File: config.mk
export PLATFORM = sky130hd
export DESIGN_NAME = mcp_rsp_queue
export DESIGN_NICKNAME = d
export VERILOG_FILES = /design/src/rtl/core/mcp_pkg.sv /design/src/rtl/core/mcp_rsp_queue.sv
export SDC_FILE = /design/constraint.sdc
export NUM_CORES = 1
export LEC_CHECK = 0
export BUFFER_PORTS_ARGS = -buffer_cell sky130_fd_sc_hd__buf_4
export CAP_MARGIN = 20
export CORE_MARGIN = 2
export CORE_UTILIZATION = 57
export CTS_CLUSTER_DIAMETER = 120
export CTS_CLUSTER_SIZE = 12
export DETAILED_ROUTE_END_ITERATION = 8
export MAX_ROUTING_LAYER = met4
export PLACE_DENSITY = 0.79
export SETUP_SLACK_MARGIN = 0.2
export SYNTH_ARGS = -nofsm -noshare
export SYNTH_HDL_FRONTEND = slang
export SYNTH_SLANG_ARGS = --single-unit
export TNS_END_PERCENT = 20
File: constraint.sdc
create_clock -name clock -period 3.8 [get_ports clock]
set_input_delay 0.76 -clock clock [delete_from_list [all_inputs] [get_ports clock]]
set_output_delay 0.76 -clock clock [all_outputs]
set_load 0.01 [all_outputs]
File: src/rtl/core/mcp_pkg.sv
// ----------------------------------------------------------------------------
// mcp_pkg: shared types and constants of the mean-centered projection block
// Sizes, operation codes, register indexes and the transaction types that
// travel between the front, back and result queue.
// ----------------------------------------------------------------------------
package mcp_pkg;

   localparam int MAX_DIM      = 1024;
   localparam int MAX_COMPS    = 16;
   localparam int DIM_W        = $clog2(MAX_DIM);
   localparam int COMP_W       = $clog2(MAX_COMPS);
   localparam int DIM_CFG_W    = 11;
   localparam int COMP_CFG_W   = 5;
   localparam int VALUE_W      = 16;
   localparam int ACC_W        = 48;
   localparam int ROW_W        = 16;
   localparam int OP_W         = 2;
   localparam int CSR_IDX_W    = 2;
   localparam int CSR_DATA_W   = 16;
   localparam int CMD_DEPTH    = 4;
   localparam int CMD_PTR_W    = $clog2(CMD_DEPTH);
   localparam int RSP_DEPTH    = 4;
   localparam int RSP_PTR_W    = $clog2(RSP_DEPTH);

   localparam logic [OP_W-1:0] OP_LOAD_WEIGHT = 2'd0;
   localparam logic [OP_W-1:0] OP_LOAD_MEAN   = 2'd1;
   localparam logic [OP_W-1:0] OP_SAMPLE      = 2'd2;
   localparam logic [OP_W-1:0] OP_UNUSED      = 2'd3;

   localparam logic [CSR_IDX_W-1:0] CSR_USE_MEAN = 2'd0;
   localparam logic [CSR_IDX_W-1:0] CSR_DIM      = 2'd1;
   localparam logic [CSR_IDX_W-1:0] CSR_COMPS    = 2'd2;

   typedef struct packed {
      logic [OP_W-1:0]           op;
      logic [DIM_W-1:0]          position;
      logic [COMP_W-1:0]         component;
      logic signed [VALUE_W-1:0] value;
   } cmd_type;

   typedef struct packed {
      logic                  use_mean;
      logic [DIM_CFG_W-1:0]  dim;
      logic [COMP_CFG_W-1:0] comps;
   } cfg_type;

   typedef struct packed {
      logic [COMP_W-1:0]       component;
      logic signed [ACC_W-1:0] projection;
      logic [ROW_W-1:0]        row_number;
      logic                    last;
   } rsp_type;

endpackage

File: src/rtl/core/mcp_rsp_queue.sv
// ----------------------------------------------------------------------------
// mcp_rsp_queue: result queue
// Holds finished results so the back end keeps working while the consumer
// stalls.
// ----------------------------------------------------------------------------
module mcp_rsp_queue import mcp_pkg::*; (
   input  logic    clock,
   input  logic    reset,
   input  logic    push,
   output logic    full,
   input  rsp_type push_data,
   input  logic    pop,
   output logic    empty,
   output rsp_type head
);

   rsp_type              queue_ff [RSP_DEPTH];
   logic [RSP_PTR_W-1:0] wr_ptr_ff;
   logic [RSP_PTR_W-1:0] rd_ptr_ff;
   logic [RSP_PTR_W:0]   count_ff, count_in;
   logic                 put;
   logic                 take;

   assign full  = (count_ff == (RSP_PTR_W+1)'(RSP_DEPTH));
   assign empty = (count_ff == '0);
   assign head  = queue_ff[rd_ptr_ff];
   assign put   = push && !full;
   assign take  = pop && !empty;

   always_comb begin
      count_in = count_ff;
      if (put && !take) begin
         count_in = count_ff + 1'b1;
      end else if (!put && take) begin
         count_in = count_ff - 1'b1;
      end
   end

   always_ff @(posedge clock) begin
      if (reset) begin
         wr_ptr_ff <= '0;
         rd_ptr_ff <= '0;
         count_ff  <= '0;
      end else begin
         if (put) begin
            wr_ptr_ff <= wr_ptr_ff + 1'b1;
         end
         if (take) begin
            rd_ptr_ff <= rd_ptr_ff + 1'b1;
         end
         count_ff <= count_in;
      end
   end

   always_ff @(posedge clock) begin
      if (put) begin
         queue_ff[wr_ptr_ff] <= push_data;
      end
   end

endmodule

# ---- Word level (Yosys, flattened, before mapping)
# Memory sizes are Yosys's and may differ from the RTL's. A register that Yosys moved wholly into a read port is not among the register bits.
# Cells that the tools add are included.
dict set report word_totals {
  ff_bits 7
  latch_bits 0
  ramBits 276
  mem_bits_ro 0
  input_bits 73
  out_inout_bits 71
  elab_cells 25
  n_memories 1
}
# name words width read_ports rd_ports_with_merged_regs wr line_no
set memory_table {}
lappend memory_table {queue_ff 4 69 1 1 1 mcp_rsp_queue.sv:17} ;# rsp_type queue_ff [RSP_DEPTH];
dict set report op_classes {
  n_addsub 4
  multipliers 0
  n_div 0
  order_cmp 0
  n_eq_ne 1
  shift 0
  muxes 6
  bitwise_logic 0
  reduce_logical 10
}
# cell n
set op_table {}
lappend op_table {{$mux 3} 2}
lappend op_table {{$add 2x1->2 const B} 2}
lappend op_table {{$logic_and 1x1->1} 4}
lappend op_table {{$logic_not 1->1} 4}
lappend op_table {{$mux 2} 2}
lappend op_table {{$add 3x1->3 const B} 1}
lappend op_table {{$eq 3x3->1 const B} 1}
lappend op_table {{$logic_not 3->1} 1}
lappend op_table {{$sub 3x1->3 const B} 1}
lappend op_table {{$mux 1} 2}
lappend op_table {{$reduce_bool 2->1} 1}

# ---- Depth between registers and ports, before layout
dict set report depth {
  word_depth 7
  ltp_mapped 8
  ltp_nobuf 8
}

# ---- Worst setup path after synthesis
# No wires, ideal clock.
dict set report synth_path {
  kind {input-to-reg}
  start {input port push}
  end {memory queue_ff[0][0] in the netlist's numbering (enable)}
  setup_ns 0.435
  arrival_ns 2.717
  path_slack_ns 0.649
  path_stages 3
  n_path_buf 0
  cell_sequence {inv_1 nor2_1 and2_1}
}
dict set report synth_between {
  elab_chain_cells 3
}
# element line_no
set synth_rtl {}
lappend synth_rtl {{start, declared} mcp_rsp_queue.sv:9} ;# input logic push,
lappend synth_rtl {{$logic_and 1x1->1} mcp_rsp_queue.sv:27} ;# assign put = push && !full;
lappend synth_rtl {{via put} mcp_rsp_queue.sv:21} ;# logic put;
lappend synth_rtl {{$mux 1} mcp_rsp_queue.sv:56} ;# if (put) begin
lappend synth_rtl {{$mux 1 (not written as such)} mcp_rsp_queue.sv:57} ;# queue_ff[wr_ptr_ff] <= push_data;
lappend synth_rtl {{end, declared} mcp_rsp_queue.sv:17}
# The timed path passes the listed nets, and every way through them passes these cells.

==> results.json <==
{
  "netlist_instances": 409,
  "start_util_pct": 58.0,
  "r2r_slack_ps": 1410,
  "antenna_cells": 0,
  "cts_setup_buffers": 0,
  "peakVddDrop_mv": 0.494,
  "p_per_area_nw_per_um2": 659,
  "ys_seq_area_share_pct": 81.2,
  "total_leakage_power_nw": 4.20,
  "core-area_um2": 18000,
  "cts_num_sinks": 285,
  "slew_viol_final": 0,
  "ys.warnings.count": 0,
  "finalCritPeriodShare_pct": 81.2,
  "cp_max_fo": 30,
  "critical-path-slowest-cell": "dfxtp_4",
  "final_cells": 810,
  "worst_slack_ps": 713,
  "die_area_um2": 19400,
  "start_kind": "flip-flop",
  "synth.area.top_cells": "edfxtp_1 (80%), mux4_2 (15%), dfxtp_1 (1.7%), ha_1 (0.60%), buf_12 (0.38%)",
  "synth.distinct_cells": 23,
  "clockPowerShare_pct": 27.8,
  "cts_root_buffer": "clkbuf_16",
  "drtPass1Iterations": 4,
  "drv_cap": 0,
  "clock_skew_ps": 4.79,
  "dr.first_iter.drc_count": 337,
  "critical_path_class": "reg2out",
  "fin_setup_tns_ps": 0,
  "postRouteAntennaNets": 0,
  "path_clk_slew_ps": 60,
  "dp_hpwl_mm": 11.1,
  "path_cells": "buf_4, mux4_2, buf_4",
  "syn-mean-instance-area_um2": 25.5,
  "grt_max_degree": 70,
  "finish.utilization_pct": 69.6,
  "synth_top_cell_area_share_pct": 79.5,
  "routed_wl_mm": 18.5,
  "period_needed_ps": 3090,
  "worstPathRequired_ps": 3040,
  "hold_viol": 0,
  "viasPerCell": 5.82,
  "total_power_mw": 8.24,
  "grt_pass1_vias": 5039,
  "synth_fp_nets": 488,
  "grt_usage_pct": 19.9,
  "syn_to_final_growth_pct": 20.0,
  "vias": 4715,
  "cts.path.max_buffers": 3,
  "drive_gt1_share_pct": 43.7,
  "cpMostUsedCell": "buf_4",
  "r2r_cells": 8,
  "drcViolationCount": 0,
  "nets": 651,
  "p_int_mw": 6.17,
  "max_freq_mhz": 324,
  "p_sw_mw": 2.07,
  "wl_per_cell_um": 22.8,
  "status": "finished, final reports clean",
  "netSwitchingFraction_pct": 25.1,
  "p_seq_share_pct": 48.6,
  "slew_headroom_pct": 31.9,
  "numCtsBuffers": 27,
  "yosysTopAreaCell": "edfxtp_1",
  "holdWs_ps": 439,
  "place_congestion": 0.704,
  "grt_pass1_wl_mm": 28.7,
  "slowest_delay_ps": 750,
  "ys_seq_elements": 285,
  "tightest_slew_ps": 1020,
  "cp.depth": 3,
  "dp_cells": 772,
  "die_w_um": 139,
  "dpl_cell_area_um2": 11800,
  "cts_tree": "done",
  "pin_count": 144,
  "arrival_ps": 2330,
  "htree_levels": 1,
  "dp_worst_setup_slack_ps": 1150,
  "insertion_delay_ps": 510,
  "path_delay_family": "flip-flops",
  "io_buffers": 143,
  "crit_path_end_kind": "output port",
  "rows": 49,
  "antenna_found_initial": 0,
  "die_h_um": 139,
  "final_cell_area_um2": 12500,
  "pwr-share-comb_pct": 23.6,
  "hold_path_depth": 1,
  "grt.overflow.total": 0,
  "fillers": 1086,
  "ctsHoldBuffers": 0,
  "synthesis.area_um2": 10400,
  "crit_buf_inv": 2,
  "hold_path.class": "in2reg",
  "grt_setup_unrepaired": "no",
  "setup_viol": 0,
  "cts_resized": 0
}
-- cell families (layout without fill, tap and decap cells) --
family	count (synthesis)	count (layout)	share of synthesized area (%)
buffers and inverters	21	193	1.36
DFF	285	285	81.2
muxes	71	71	15.1
AOI/OAI and AO/OA	6	6	0.348
xor gates and xnor gates	4	4	0.336
adders and majority gates	6	6	0.792
and+or+nand+nor	16	16	0.816
-- power groups by stage --
stage / sequential (mW) / clock, mW / combinational, mW
6_report: 4.00 / 2.29 / 1.95
3_5_place_dp: 4.08 / 0 / 1.98
3_3_place_gp: 4.06 / 0 / 1.95
5_1_grt: 4.05 / 2.45 / 2.08
4_1_cts: 4.02 / 2.33 / 1.99
2_1_floorplan: 3.91 / 0 / 1.28
-- path summary, 6_finish.rpt --
kind / start / endpoint
setup reg to reg: count_ff[1]$_SDFFE_PP0P_ / count_ff[2]$_SDFFE_PP0P_
hold / removal: push_data[36] / queue_ff[0][36]$_DFFE_PP_
setup / recovery: flip-flop / head[19]
hold reg to reg: rd_ptr_ff[0]$_SDFFE_PP0P_ / flip-flop
-- registers in the layout (all words and copies together), names as in the netlist, named ones only --
name,count
count_ff,3
queue_ff,276
rd_ptr_ff,2
wr_ptr_ff,2
-- worst reg2reg max path: cells and delay by family (launching register included) --
kind            cells  cell delay, ps
simple gates        3             800
fa+ha+maj           2             640
flops               1             460
xor+xnor            1             170
compound gates      1             170
buf+inv             1              70
-- placed cells by master, fill, tap and decap left out, drive strengths merged --
cell type | Yosys | layout
edfxtp | 276 | 276
buf | 11 | 151
mux4 | 69 | 69
clkbuf | 6 | 37
dfxtp | 9 | 9
nor2 | 6 | 6
ha | 5 | 5
inv | 4 | 4
and2 | 4 | 4
xor2 | 4 | 4
o21ai | 2 | 2
or3 | 2 | 2
a21oi | 2 | 2
mux2i | 2 | 2
nand2b | 2 | 2
nor3b | 1 | 1
nor3 | 1 | 1
o31ai | 1 | 1
o311ai | 1 | 1
fa | 1 | 1
clkinv | 0 | 1
-- synthesized netlist by cell type, drive strengths merged --
cell	count
nor2	6
edfxtp	276
fa	1
nor3	1
ha	5
o21ai	2
o311ai	1
buf	11
inv	4
nand2b	2
and2	4
nor3b	1
xor2	4
mux4	69
clkbuf	6
o31ai	1
or3	2
a21oi	2
dfxtp	9
mux2i	2
-- routing by layer --
metal  vias to the layer above  routed length, um  GRT usage, %
met5                         -                  0             -
met4                         0                360          4.31
met3                        38               1250          5.06
met2                       156               9340          32.0
met1                      2469               7510          26.3
li1                       2052                  -             -
-- final cells by class --
cell class                 count  area (um^2)  area share, %
sequential                   285         8480           67.8
multi-input combinational    103         1820           14.6
clock buffer                  37          713           5.70
timing repair buffer         151         1180           9.47
tap                          229          287           2.29
inverter                       4         15.0          0.120
clock inverter                 1         5.00         0.0400
No activity file was read; power rests on OpenSTA's default activity.
