### src/rtl/core/mcp_pkg.sv
// ----------------------------------------------------------------------------
// mcp_pkg: shared types and constants of the mean-centered projection block
// Sizes, operation codes, register indexes and the transaction types that
// travel between the front, back and result queue.
// ----------------------------------------------------------------------------
package mcp_pkg;

   localparam int MAX_DIM      = 1024;
   localparam int MAX_COMPS    = 16;
   localparam int DIM_W        = $clog2(MAX_DIM);
   localparam int COMP_W       = $clog2(MAX_COMPS);
   localparam int DIM_CFG_W    = 11;
   localparam int COMP_CFG_W   = 5;
   localparam int VALUE_W      = 16;
   localparam int ACC_W        = 48;
   localparam int ROW_W        = 16;
   localparam int OP_W         = 2;
   localparam int CSR_IDX_W    = 2;
   localparam int CSR_DATA_W   = 16;
   localparam int CMD_DEPTH    = 4;
   localparam int CMD_PTR_W    = $clog2(CMD_DEPTH);
   localparam int RSP_DEPTH    = 4;
   localparam int RSP_PTR_W    = $clog2(RSP_DEPTH);

   localparam logic [OP_W-1:0] OP_LOAD_WEIGHT = 2'd0;
   localparam logic [OP_W-1:0] OP_LOAD_MEAN   = 2'd1;
   localparam logic [OP_W-1:0] OP_SAMPLE      = 2'd2;
   localparam logic [OP_W-1:0] OP_UNUSED      = 2'd3;

   localparam logic [CSR_IDX_W-1:0] CSR_USE_MEAN = 2'd0;
   localparam logic [CSR_IDX_W-1:0] CSR_DIM      = 2'd1;
   localparam logic [CSR_IDX_W-1:0] CSR_COMPS    = 2'd2;

   typedef struct packed {
      logic [OP_W-1:0]           op;
      logic [DIM_W-1:0]          position;
      logic [COMP_W-1:0]         component;
      logic signed [VALUE_W-1:0] value;
   } cmd_type;

   typedef struct packed {
      logic                  use_mean;
      logic [DIM_CFG_W-1:0]  dim;
      logic [COMP_CFG_W-1:0] comps;
   } cfg_type;

   typedef struct packed {
      logic [COMP_W-1:0]       component;
      logic signed [ACC_W-1:0] projection;
      logic [ROW_W-1:0]        row_number;
      logic                    last;
   } rsp_type;

endpackage

### src/rtl/core/mcp_front.sv
// ----------------------------------------------------------------------------
// mcp_front: input acceptance and command queue
// Takes input transactions, drops the unused operation code and holds the
// rest in a short queue until the back end pops them.
// ----------------------------------------------------------------------------
module mcp_front import mcp_pkg::*; (
   input  logic                      clock,
   input  logic                      reset,
   input  logic                      req_push,
   output logic                      req_full,
   input  logic [OP_W-1:0]           req_operation,
   input  logic [DIM_W-1:0]          req_position,
   input  logic [COMP_W-1:0]         req_component,
   input  logic signed [VALUE_W-1:0] req_value,
   input  logic                      cmd_pop,
   output logic                      cmd_valid,
   output cmd_type                   cmd
);

   cmd_type                queue_ff [CMD_DEPTH];
   logic [CMD_PTR_W-1:0]   wr_ptr_ff, wr_ptr_in;
   logic [CMD_PTR_W-1:0]   rd_ptr_ff, rd_ptr_in;
   logic [CMD_PTR_W:0]     count_ff, count_in;
   logic                   accept;
   logic                   keep;
   logic                   take;

   assign req_full  = (count_ff == (CMD_PTR_W+1)'(CMD_DEPTH));
   assign cmd_valid = (count_ff != '0);
   assign cmd       = queue_ff[rd_ptr_ff];

   assign accept = req_push && !req_full;
   // drop the unused operation code here, it has no effect downstream
   assign keep   = accept && (req_operation != OP_UNUSED);
   assign take   = cmd_pop && cmd_valid;

   always_comb begin
      wr_ptr_in = keep ? wr_ptr_ff + 1'b1 : wr_ptr_ff;
      rd_ptr_in = take ? rd_ptr_ff + 1'b1 : rd_ptr_ff;
      count_in  = count_ff;
      if (keep && !take) begin
         count_in = count_ff + 1'b1;
      end else if (!keep && take) begin
         count_in = count_ff - 1'b1;
      end
   end

   always_ff @(posedge clock) begin
      if (reset) begin
         wr_ptr_ff <= '0;
         rd_ptr_ff <= '0;
         count_ff  <= '0;
      end else begin
         wr_ptr_ff <= wr_ptr_in;
         rd_ptr_ff <= rd_ptr_in;
         count_ff  <= count_in;
      end
   end

   always_ff @(posedge clock) begin
      if (keep) begin
         queue_ff[wr_ptr_ff] <= '{op: req_operation, position: req_position,
                                  component: req_component, value: req_value};
      end
   end

endmodule

### config.mk
export PLATFORM = sky130hd
export DESIGN_NAME = mcp_front
export DESIGN_NICKNAME = d
export VERILOG_FILES = /design/src/rtl/core/mcp_pkg.sv /design/src/rtl/core/mcp_front.sv
export SDC_FILE = /design/constraint.sdc
export NUM_CORES = 1
export LEC_CHECK = 0
export ABC_AREA = 1
export BUFFER_PORTS_ARGS = -buffer_cell sky130_fd_sc_hd__buf_2
export CAP_MARGIN = 20
export CORE_ASPECT_RATIO = 1.25
export CORE_UTILIZATION = 42
export DETAILED_ROUTE_END_ITERATION = 8
export HOLD_SLACK_MARGIN = 0.1
export PLACE_DENSITY_LB_ADDON = 0.3
export RECOVER_POWER = 25
export SETUP_SLACK_MARGIN = 0.02
export SLEW_MARGIN = 10
export SYNTH_ARGS = -nofsm -noshare
export SYNTH_HDL_FRONTEND = slang
export SYNTH_SLANG_ARGS = --single-unit
### constraint.sdc
create_clock -name clock -period 2.3 [get_ports clock]
set_input_delay 0.345 -clock clock [delete_from_list [all_inputs] [get_ports clock]]
set_output_delay 0.345 -clock clock [all_outputs]
set_load 0.01 [all_outputs]
Word level (Yosys, flattened, before mapping)

Memories as Yosys holds them, arrays and structs flattened. A register that Yosys moved wholly into a read port is not among the register bits.
Cells that the tools add are included.

Bits in registers: 7
RAM bits: 128
Memories kept: 1

Memory list:

| name     | words | bits a word | rd ports | clocked after Yosys merged registers in | wr ports | RTL line        | text |
|---|---|---|---|---|---|---|---|
| queue_ff | 4     | 32          | 1        | 1                                       | 1        | mcp_front.sv:20 | `cmd_type queue_ff [CMD_DEPTH];` |

Add/sub/neg operators: 4
Equality and inequality tests: 2
Multiplexer cells: 6
Reduce and logical (&&, ||, !) cells: 10

Operators with widths:

| kind                                              | count |
|---|---|
| 2-to-1 mux 3 bit                                  | 2 |
| logical AND 1 bit                                 | 5 |
| adder 2 x 1 -> 2 bit (second input constant)      | 2 |
| 2-to-1 mux 2 bit                                  | 2 |
| adder 3 x 1 -> 3 bit (second input constant)      | 1 |
| == test 3 bit (second input constant)             | 1 |
| logical NOT 1 bit                                 | 3 |
| nonzero test 3 bit                                | 1 |
| subtractor 3 x 1 -> 3 bit (second input constant) | 1 |
| 2-to-1 mux 1 bit                                  | 2 |
| inequality test 2 bit (second input constant)     | 1 |
| nonzero test 2 bit                                | 1 |

Longest topological paths before layout

Gate-level depths: netlist of the first run.

Depth in word-level cells: 8
Depth in mapped cells: 13
Depth with buffers taken out: 13

Worst setup path after synthesis of the first run

OpenSTA, ideal clock, no wires.

Path type: register -> register
From: register count_ff[0]
To: memory queue_ff[0][0] (netlist name) (enable)
Setup time: 0.421 ns
Arrival: 2.000 ns
Slack: -0.121 ns
Cell stages (with the launch flop): 5
Path buffers: 0
Cell sequence: dfxtp_1 nor2_4 nand2_2 nand2_2 nor2_1

Longest elaborated chain between the ends: 6

RTL lines:

| what                                   | RTL line        | text |
|---|---|---|
| from (decl)                            | mcp_front.sv:23 | `logic [CMD_PTR_W:0] count_ff, count_in;` |
| from (signal assigned)                 | mcp_front.sv:56 | `count_ff <= count_in;` |
| == test 3 bit                          | mcp_front.sv:28 | `assign req_full = (count_ff == (CMD_PTR_W+1)'(CMD_DEPTH));` |
| logical NOT 1 bit                      | mcp_front.sv:32 | `assign accept = req_push && !req_full;` |
| logical AND 1 bit                      | mcp_front.sv:32 |  |
| logical AND 1 bit                      | mcp_front.sv:34 | `assign keep = accept && (req_operation != OP_UNUSED);` |
| 2-to-1 mux 1 bit                       | mcp_front.sv:61 | `if (keep) begin` |
| 2-to-1 mux 1 bit (implied by the code) | mcp_front.sv:62 | `queue_ff[wr_ptr_ff] <= '{op: req_operation, position: req_position,` |
| to (decl)                              | mcp_front.sv:20 |  |

No other way between the ends.

==> results of run 1 <==
## cell families (layout without fill, tap and decap cells)
| family | Yosys count | count (layout) | share of synthesized area (%) |
|---|---|---|---|
| and+or+nand+nor | 98 | 98 | 7.40 |
| adders and majority gates | 6 | 6 | 1.56 |
| xor gates and xnor gates | 1 | 1 | 0.166 |
| DFF | 137 | 137 | 76.1 |
| AOI/OAI and AO/OA | 101 | 101 | 10.4 |
| buffers and inverters | 37 | 132 | 4.40 |
## layout make-up
type	instances	area, sq um	share of cell area (%)
clock inverter	12	176	2.75
tap	164	205	3.20
timing repair buffer	83	437	6.81
clock buffer	19	433	6.75
multi-input combinational	206	1060	16.6
sequential	137	4030	62.8
inverter	18	75.1	1.17
## routing by layer
layer  part of all wire, %  GRT usage (%)
met5                     0              0
met4                   1.0           6.30
met3                   5.1           5.63
met2                    50           28.3
met1                    44           19.8
## cells in the final DEF (no fill, tap or decap), drive strengths merged
cell type  instances
a21oi              4
buf               62
bufinv             4
clkbuf            40
clkinv             6
clkinvlp           2
dfxtp              9
edfxtp           128
fa                 1
ha                 5
inv               18
nand2             15
nand3              4
nand3b             1
nor2              78
o21ai             65
o22ai             32
xor2               1
## metrics by stage
| stage | setup TNS (ns) | total power (W) | util (%) | cell area (sq um) |
|---|---|---|---|---|
| final | 0 | 0.00745 | 52.5 | 6420 |
| after global routing | 0 | 0.00780 | 52.5 | 6420 |
| after CTS | 0 | 0.00753 | 52.7 | 6440 |
| after detailed placement | 0 | 0.00476 | 47.7 | 5830 |
| after global placement | 0 | 0.00471 | 47.7 | 5830 |
| after floorplan | -15.47 | 0.00420 | - | 5290 |
## sequential cells by signal (all words and copies together), names as in the netlist, named ones only
name	count
rd_ptr_ff	2
count_ff	3
queue_ff	128
wr_ptr_ff	2
## worst paths after layout
kind,end,slack [ns],cells after the start,startpoint
min reg2reg,rd_ptr_ff[1]$_SDFFE_PP0P_,0.51,2,rd_ptr_ff[1]$_SDFFE_PP0P_
max reg2reg,count_ff[2]$_SDFFE_PP0P_,0.51,12,count_ff[1]$_SDFFE_PP0P_
min,queue_ff[1][19]$_DFFE_PP_,0.15,1,req_component[3]
max,cmd[17],0.22,4,flop
## timing repair
item,4_1_cts,5_1_grt
hold endpoints to repair,0,0
gates resized for setup,0,1
setup endpoints to repair,0,15
## power breakdown
part           internal [W]  switching, W  total [W]
Clock               0.00180      0.000967    0.00277
Combinational      0.000570       0.00102    0.00159
Sequential          0.00297      0.000125    0.00309
Total               0.00534       0.00211    0.00745
==> summary.txt, run 1 <==
clock slew at reported path FFs = 0.06 ns
Starting Density = 43.3%
max-cap viol count = 0
Worst IR Drop VDD = 0.000619 V
critical path buffer and inverter count = 2
share of the synthesized area in the top cell type = 72.7%
drt wl/cell = 16.3 um
post-route ant nets = 0
Starting DRT DRC Count = 124
initial antenna violation count = 0
placed insts = 608
vias in the first global route = 3085
Lkg Pwr = 2.28 nW
setup slack at placement = 0.414 ns
clk buf depth = 2
worst clock skew = 0.0117 ns
top_reg_cell synth = edfxtp_1
Synthesized Nets = 422
Die H = 127 um
final setup margin = 0.224 ns
CTS tree = yes
top cells by area, synth = edfxtp_1 73%, nor2_1 5.5%, o22ai_1 3.8%
clk sink count = 137
Post-Synthesis Cells = 380
register area share after synthesis = 76.1%
I/O pins = 70
CP Launch Type = flop
post-synth top area cell = edfxtp_1
synth unique cells = 23
Ant. Diodes = 0
Port Buffers = 69
arrival time worst endpoint = 1.73 ns
root buf cell = clkbuf_16
vias post-DR = 3250
P per Cell Area = 1160 mW/mm^2
CP max FO = 64
Core Region = 0.0122 sq mm
H-tree levels = 4
Layout Cells excl Fill = 639
yosys warns = 0
Slew headroom = 71.0%
Num CTS Buffers = 17
Post-synth EDFFs = 128
crit path max-delay cell type = dfxtp_4
Slew @ Worst Pin = 0.434 ns
synthesis-to-finish area growth = 21.3%
outcome = completed
Crit. End Element = output port
CP Class = flop to output port
final wirelength = 10400 um
Final Setup Violations = 0
post-CTS repair timing setup buffer count = 0
Skew-Pair Late Insertion Delay = 0.41 ns
FF+latch count, synth = 137
top post-synthesis cells by count = 128 x edfxtp_1, 77 x nor2_1, 37 x o21ai_0
Mapped Area = 0.00529 sq mm
GRT Total Usage = 16.8%
Slew Limit Fails = 0
Die Span X = 102 um
HPWL after detailed placement = 6010 um
Max stage delay on crit path = 0.44 ns
Fin. Hold Viols = 0
fraction of layout cells with a size suffix above 1 = 21.9%
Max Freq = 482 MHz
gr ovfl total = 0
final RePlAce weighted congestion = 0.724
drt pass-1 iters = 4
RSZ-0062 raised after global routing = no
worst path required time = 1.96 ns
crit-path cells = inv_8 -> o21ai_0 -> o22ai_1 -> buf_2
worst hold path type = primary input to flop
delay-heaviest family, CP = buffers and inverters
Nets = 505
Async SR Flop Fraction = 0%
vias per cell = 5.09
first-pass GRT wire length = 15700 um
Post-CTS Hold Fix Bufs = 0
DRC = 0
Tcrit/Tclk final = 90.3%
largest net degree at the start of global routing = 65
final hold slack = 0.151 ns
fillers = 1050
Die ar. = 0.0130 sq mm
FP Rows = 45
top-count cell post-synth = edfxtp_1
Syn Area/Cell = 13.9 sq um
final worst path period need = 2.08 ns
No activity file was read; power rests on OpenSTA's default activity.
==> run 2, diff against run 1 <==
--- a/config.mk
+++ b/config.mk
@@ -7,8 +7,8 @@
 export LEC_CHECK = 0
 export ABC_AREA = 1
 export BUFFER_PORTS_ARGS = -buffer_cell sky130_fd_sc_hd__buf_2
-export CAP_MARGIN = 20
 export CORE_ASPECT_RATIO = 1.25
+export CORE_MARGIN = 2
 export CORE_UTILIZATION = 42
 export DETAILED_ROUTE_END_ITERATION = 8
 export HOLD_SLACK_MARGIN = 0.1
==> run 2 against run 1 <==
Compared with the run above: flip-flop and latch count did not move; fmax fell by 0.15%; global-route usage fell by 0.22 points; combinational power is essentially flat; wire length up 2.8%; core utilization decreased by 0.67 points.
==> summary.txt, run 2 (same netlist as run 1, synthesis figures left out) <==
DRC = 0
Die ar. = 0.0135 sq mm
Worst IR Drop VDD = 0.000580 V
leading cell type in the layout, fill and taps excluded = edfxtp_1
Crit. End Element = output port
final RePlAce weighted congestion = 0.709
arrival time worst endpoint = 1.73 ns
Reg2Reg Depth = 13
Skew-Pair Late Insertion Delay = 0.40 ns
HPWL after detailed placement = 6540 um
vias post-DR = 3242
H-tree levels = 4
crit path max-delay cell type = dfxtp_1
Tcrit/Tclk final = 90.4%
Slew headroom = 66.7%
vias in the first global route = 3341
placed insts = 607
drt pass-1 iters = 5
GRT Total Usage = 16.6%
post-CTS repair timing setup buffer count = 0
Slew @ Worst Pin = 0.499 ns
final wirelength = 10700 um
Port Buffers = 69
Final Setup Violations = 0
Max Freq = 481 MHz
multi-input logic area = 0.00106 sq mm
Reg2Reg Capture Point = count_ff[2]$_SDFFE_PP0P_
clk buf depth = 2
P per Cell Area = 1130 mW/mm^2
Regs by FF count = queue_ff (128), count_ff (3)
Die H = 129 um
cts repair resizes = 0
synthesis-to-finish area growth = 19.8%
I/O pins = 70
Reg area = 0.00403 sq mm
DP Area = 0.00581 sq mm
Layout Cells excl Fill = 639
FP Rows = 45
Ant. Diodes = 0
Lkg Pwr = 2.25 nW
fillers = 1047
CP Class = flop to output port
clock slew at reported path FFs = 0.05 ns
CTS tree = yes
max FFs per register = 128
worst clock skew = 0.00464 ns
RSZ-0062 raised after global routing = no
delay-heaviest family, CP = buffers and inverters
hold depth = 2
CP Launch Type = flop
Die Span X = 104 um
Worst Hold End = rd_ptr_ff[0]$_SDFFE_PP0P_
post-route ant nets = 0
largest net degree at the start of global routing = 65
setup slack, reg-to-reg = 0.47 ns
fin area = 0.00633 sq mm
worst path required time = 1.96 ns
fraction of layout cells with a size suffix above 1 = 21.1%
Starting Density = 43.3%
R2R Path Start = count_ff[1]$_SDFFE_PP0P_
Nets = 504
clk sink count = 137
worst hold path type = primary input to flop
vias per cell = 5.07
CP max FO = 32
max-cap viol count = 0
Slew Limit Fails = 0
Core Region = 0.0122 sq mm
Pwr Total = 0.00719 W
drt wl/cell = 16.7 um
Biggest register = queue_ff
Fin. Hold Viols = 0
critical path buffer and inverter count = 2
Post-CTS Hold Fix Bufs = 0
Max stage delay on crit path = 0.36 ns
final hold slack = 0.162 ns
Starting DRT DRC Count = 130
gr ovfl total = 0
final worst path period need = 2.08 ns
crit-path cells = buf_4 -> o21ai_0 -> o22ai_1 -> buf_2
root buf cell = clkbuf_16
Num CTS Buffers = 17
commonest cells after routing, fill and taps aside = 128 x edfxtp_1, 73 x nor2_1, 48 x buf_2, 37 x o21ai_0, 32 x o22ai_1
worst hold path startpoint = reset
initial antenna violation count = 0
first-pass GRT wire length = 16900 um
outcome = completed
[run 2: cell count changes in the layout (fill, tap and decap cells not counted)]
| cell | change |
|---|---|
| clkinvlp_4 | -2 |
| inv_2 | -1 |
| bufinv_16 | -2 |
| clkinv_2 | +4 |
| clkbuf_1 | +3 |
| clkinv_1 | +1 |
| buf_12 | -1 |
| clkinv_4 | -2 |
[run 2: layer usage]
| layer | GRT usage, % | wire, um | up-vias |
|---|---|---|---|
| met5 | 0 | 0 | - |
| met4 | 5.25 | 95 | 0 |
| met3 | 5.89 | 493 | 5 |
| met2 | 29.0 | 5560 | 67 |
| met1 | 19.2 | 4550 | 1614 |
| li1 | - | - | 1556 |
[run 2: worst max path at each step]
stage,from,end,slack (ns),cells past startpoint
6_report,flop,cmd[28],0.22,4
5_1_grt,flop,cmd[21],0.09,4
4_1_cts,flop,cmd[6],0.10,4
3_5_place_dp,req_operation[0],count_ff[2]$_SDFFE_PP0P_,0.37,13
3_3_place_gp,req_operation[0],count_ff[2]$_SDFFE_PP0P_,0.45,13
2_1_floorplan,count_ff[0]$_SDFFE_PP0P_,queue_ff[0][0]$_DFFE_PP_,-0.12,4
[run 2: cell type report]
cell class	instances	area share [%]
Sequential cell	137	63.6
Clock inverter	10	1.62
Clock buffer	22	7.01
Multi-Input combinational cell	206	16.8
Inverter	18	1.20
Tap cell	164	3.24
Timing Repair Buffer	82	6.58
[run 2: report_power, final]
group | switching [W] | total (W) | internal, W
Clock | 0.000922 | 0.00250 | 0.00158
Combinational | 0.00105 | 0.00161 | 0.000558
Sequential | 0.000109 | 0.00308 | 0.00297
[run 2: metrics by stage]
step           TNS [ns]  utilization [%]  worst slack, ns
3_5_place_dp          0             47.6            0.368
4_1_cts               0             52.0            0.104
3_3_place_gp          0             47.6            0.447
2_1_floorplan    -15.47                -           -0.121
6_report              0             51.8            0.221
5_1_grt               0             51.8           0.0885
==> run 3, diff against run 2 <==
--- a/config.mk
+++ b/config.mk
@@ -7,6 +7,7 @@
 export LEC_CHECK = 0
 export ABC_AREA = 1
 export BUFFER_PORTS_ARGS = -buffer_cell sky130_fd_sc_hd__buf_2
+export CAP_MARGIN = 10
 export CORE_ASPECT_RATIO = 1.25
 export CORE_MARGIN = 2
 export CORE_UTILIZATION = 42
@@ -14,6 +15,7 @@
 export HOLD_SLACK_MARGIN = 0.1
 export PLACE_DENSITY_LB_ADDON = 0.3
 export RECOVER_POWER = 25
+export REMOVE_ABC_BUFFERS = 1
 export SETUP_SLACK_MARGIN = 0.02
 export SLEW_MARGIN = 10
 export SYNTH_ARGS = -nofsm -noshare
==> run 3 against run 2 <==
Compared with the run above: register-to-register slack improved by 0.05 ns; fmax fell by 4.5%; wire length decreased by 3.1%; design area up 0.89%; first-iteration DRC count grew 45%; global-route usage fell by 0.79 points.
==> summary.txt, run 3 (same netlist as run 1, synthesis figures left out) <==
Core Region = 0.0122 sq mm
Skew-Pair Late Insertion Delay = 0.41 ns
CP Class = flop to output port
post-route ant nets = 0
gr ovfl total = 0
Final Setup Violations = 0
setup slack at placement = 0.424 ns
post-CTS repair timing setup buffer count = 0
Fin. Hold Viols = 0
final setup margin = 0.122 ns
commonest cells after routing, fill and taps aside = 128 x edfxtp_1, 73 x nor2_1, 50 x buf_2, 37 x o21ai_0, 32 x o22ai_1
first-pass GRT wire length = 15900 um
CTS tree = yes
final hold slack = 0.152 ns
Tcrit/Tclk final = 94.7%
Nets = 499
root buf cell = clkbuf_16
I/O pins = 70
outcome = completed
Max stage delay on crit path = 0.51 ns
Starting DRT DRC Count = 189
DRC = 0
met2 GRT Util = 27.0%
CP max FO = 25
Die Span X = 104 um
arrival time worst endpoint = 1.83 ns
drt pass-1 iters = 4
Regs by FF count = queue_ff (128), count_ff (3)
max-cap viol count = 0
drt wl/cell = 16.3 um
GRT Total Usage = 15.8%
met3 Use GR = 5.58%
final worst path period need = 2.18 ns
worst hold path type = primary input to flop
initial antenna violation count = 1
P per Cell Area = 1140 mW/mm^2
delay-heaviest family, CP = flip-flops
synthesis-to-finish area growth = 20.8%
critical path buffer and inverter count = 2
Reg2Reg Depth = 13
fillers = 1046
FP Rows = 45
vias in the first global route = 3087
clk buf depth = 2
vias post-DR = 3228
GR met1 Demand/Resource = 18.6%
Starting Density = 43.3%
global route hottest layer = met2
hold depth = 1
HPWL after detailed placement = 5820 um
crit path max-delay cell type = dfxtp_4
WP depth = 4
Max Freq = 459 MHz
CP Launch Type = flop
clock slew at reported path FFs = 0.05 ns
Slew @ Worst Pin = 0.390 ns
Slew Limit Fails = 0
largest net degree at the start of global routing = 65
Pwr Total = 0.00731 W
Die H = 129 um
Die ar. = 0.0135 sq mm
fraction of layout cells with a size suffix above 1 = 20.9%
Lkg Pwr = 2.23 nW
leading cell type in the layout, fill and taps excluded = edfxtp_1
Slew headroom = 74.0%
H-tree levels = 4
final wirelength = 10400 um
Num CTS Buffers = 17
Port Buffers = 69
vias per cell = 5.08
Crit. End Element = output port
Worst IR Drop VDD = 0.000655 V
clk sink count = 137
worst clock skew = 0.00556 ns
RSZ-0062 raised after global routing = no
worst path required time = 1.96 ns
max FFs per register = 128
final RePlAce weighted congestion = 0.690
crit-path cells = buf_4 -> o21ai_0 -> o22ai_1 -> buf_2
Biggest register = queue_ff
[run 3: layout make-up]
class	instances	area, sq um	area share (%)
flip-flops and latches	137	4030	63.0
multi-input cells	206	1060	16.6
repair buffers	77	432	6.75
clock buffers	17	425	6.66
well taps	164	205	3.21
clock inverters	15	159	2.49
inverters	18	77.6	1.21
diodes	1	2.50	0.0392
[run 3: final timing paths]
path / startpoint / to / slack, ns
setup reg to reg: count_ff[0]$_SDFFE_PP0P_ / count_ff[2]$_SDFFE_PP0P_ / 0.52
hold / removal: req_position[5] / queue_ff[1][25]$_DFFE_PP_ / 0.15
hold reg to reg: rd_ptr_ff[0]$_SDFFE_PP0P_ / rd_ptr_ff[0]$_SDFFE_PP0P_ / 0.51
setup / recovery: flop / cmd[8] / 0.12
[run 3: stage by stage]
| stage | std cells | util (%) | area, sq um | setup TNS (ns) |
|---|---|---|---|---|
| floorplan | 361 | - | 5130 | -15.47 |
| global placement | 602 | 47.7 | 5820 | 0 |
| detailed placement | 602 | 47.7 | 5820 | 0 |
| CTS | 634 | 52.5 | 6410 | 0 |
| global route | 634 | 52.3 | 6390 | 0 |
| finish | 635 | 52.3 | 6390 | 0 |
[run 3: repair_timing]
item | CTS | global route
hold buffers | 0 | 0
resized for setup | 1 | 2
endpoints found under the setup margin | 2 | 3
[run 3: power by group]
group	leakage [nW]	switching, W	internal (W)
registers	1.24	0.000121	0.00297
logic	0.728	0.00103	0.000560
clock network	0.265	0.000952	0.00168
total	2.23	0.00210	0.00521
[run 3: layer usage]
metal | share of wire [%] | wire length [um]
met5 | 0 | 0
met1 | 43 | 4480
met2 | 50 | 5220
met4 | 1.3 | 133
met3 | 5.1 | 532
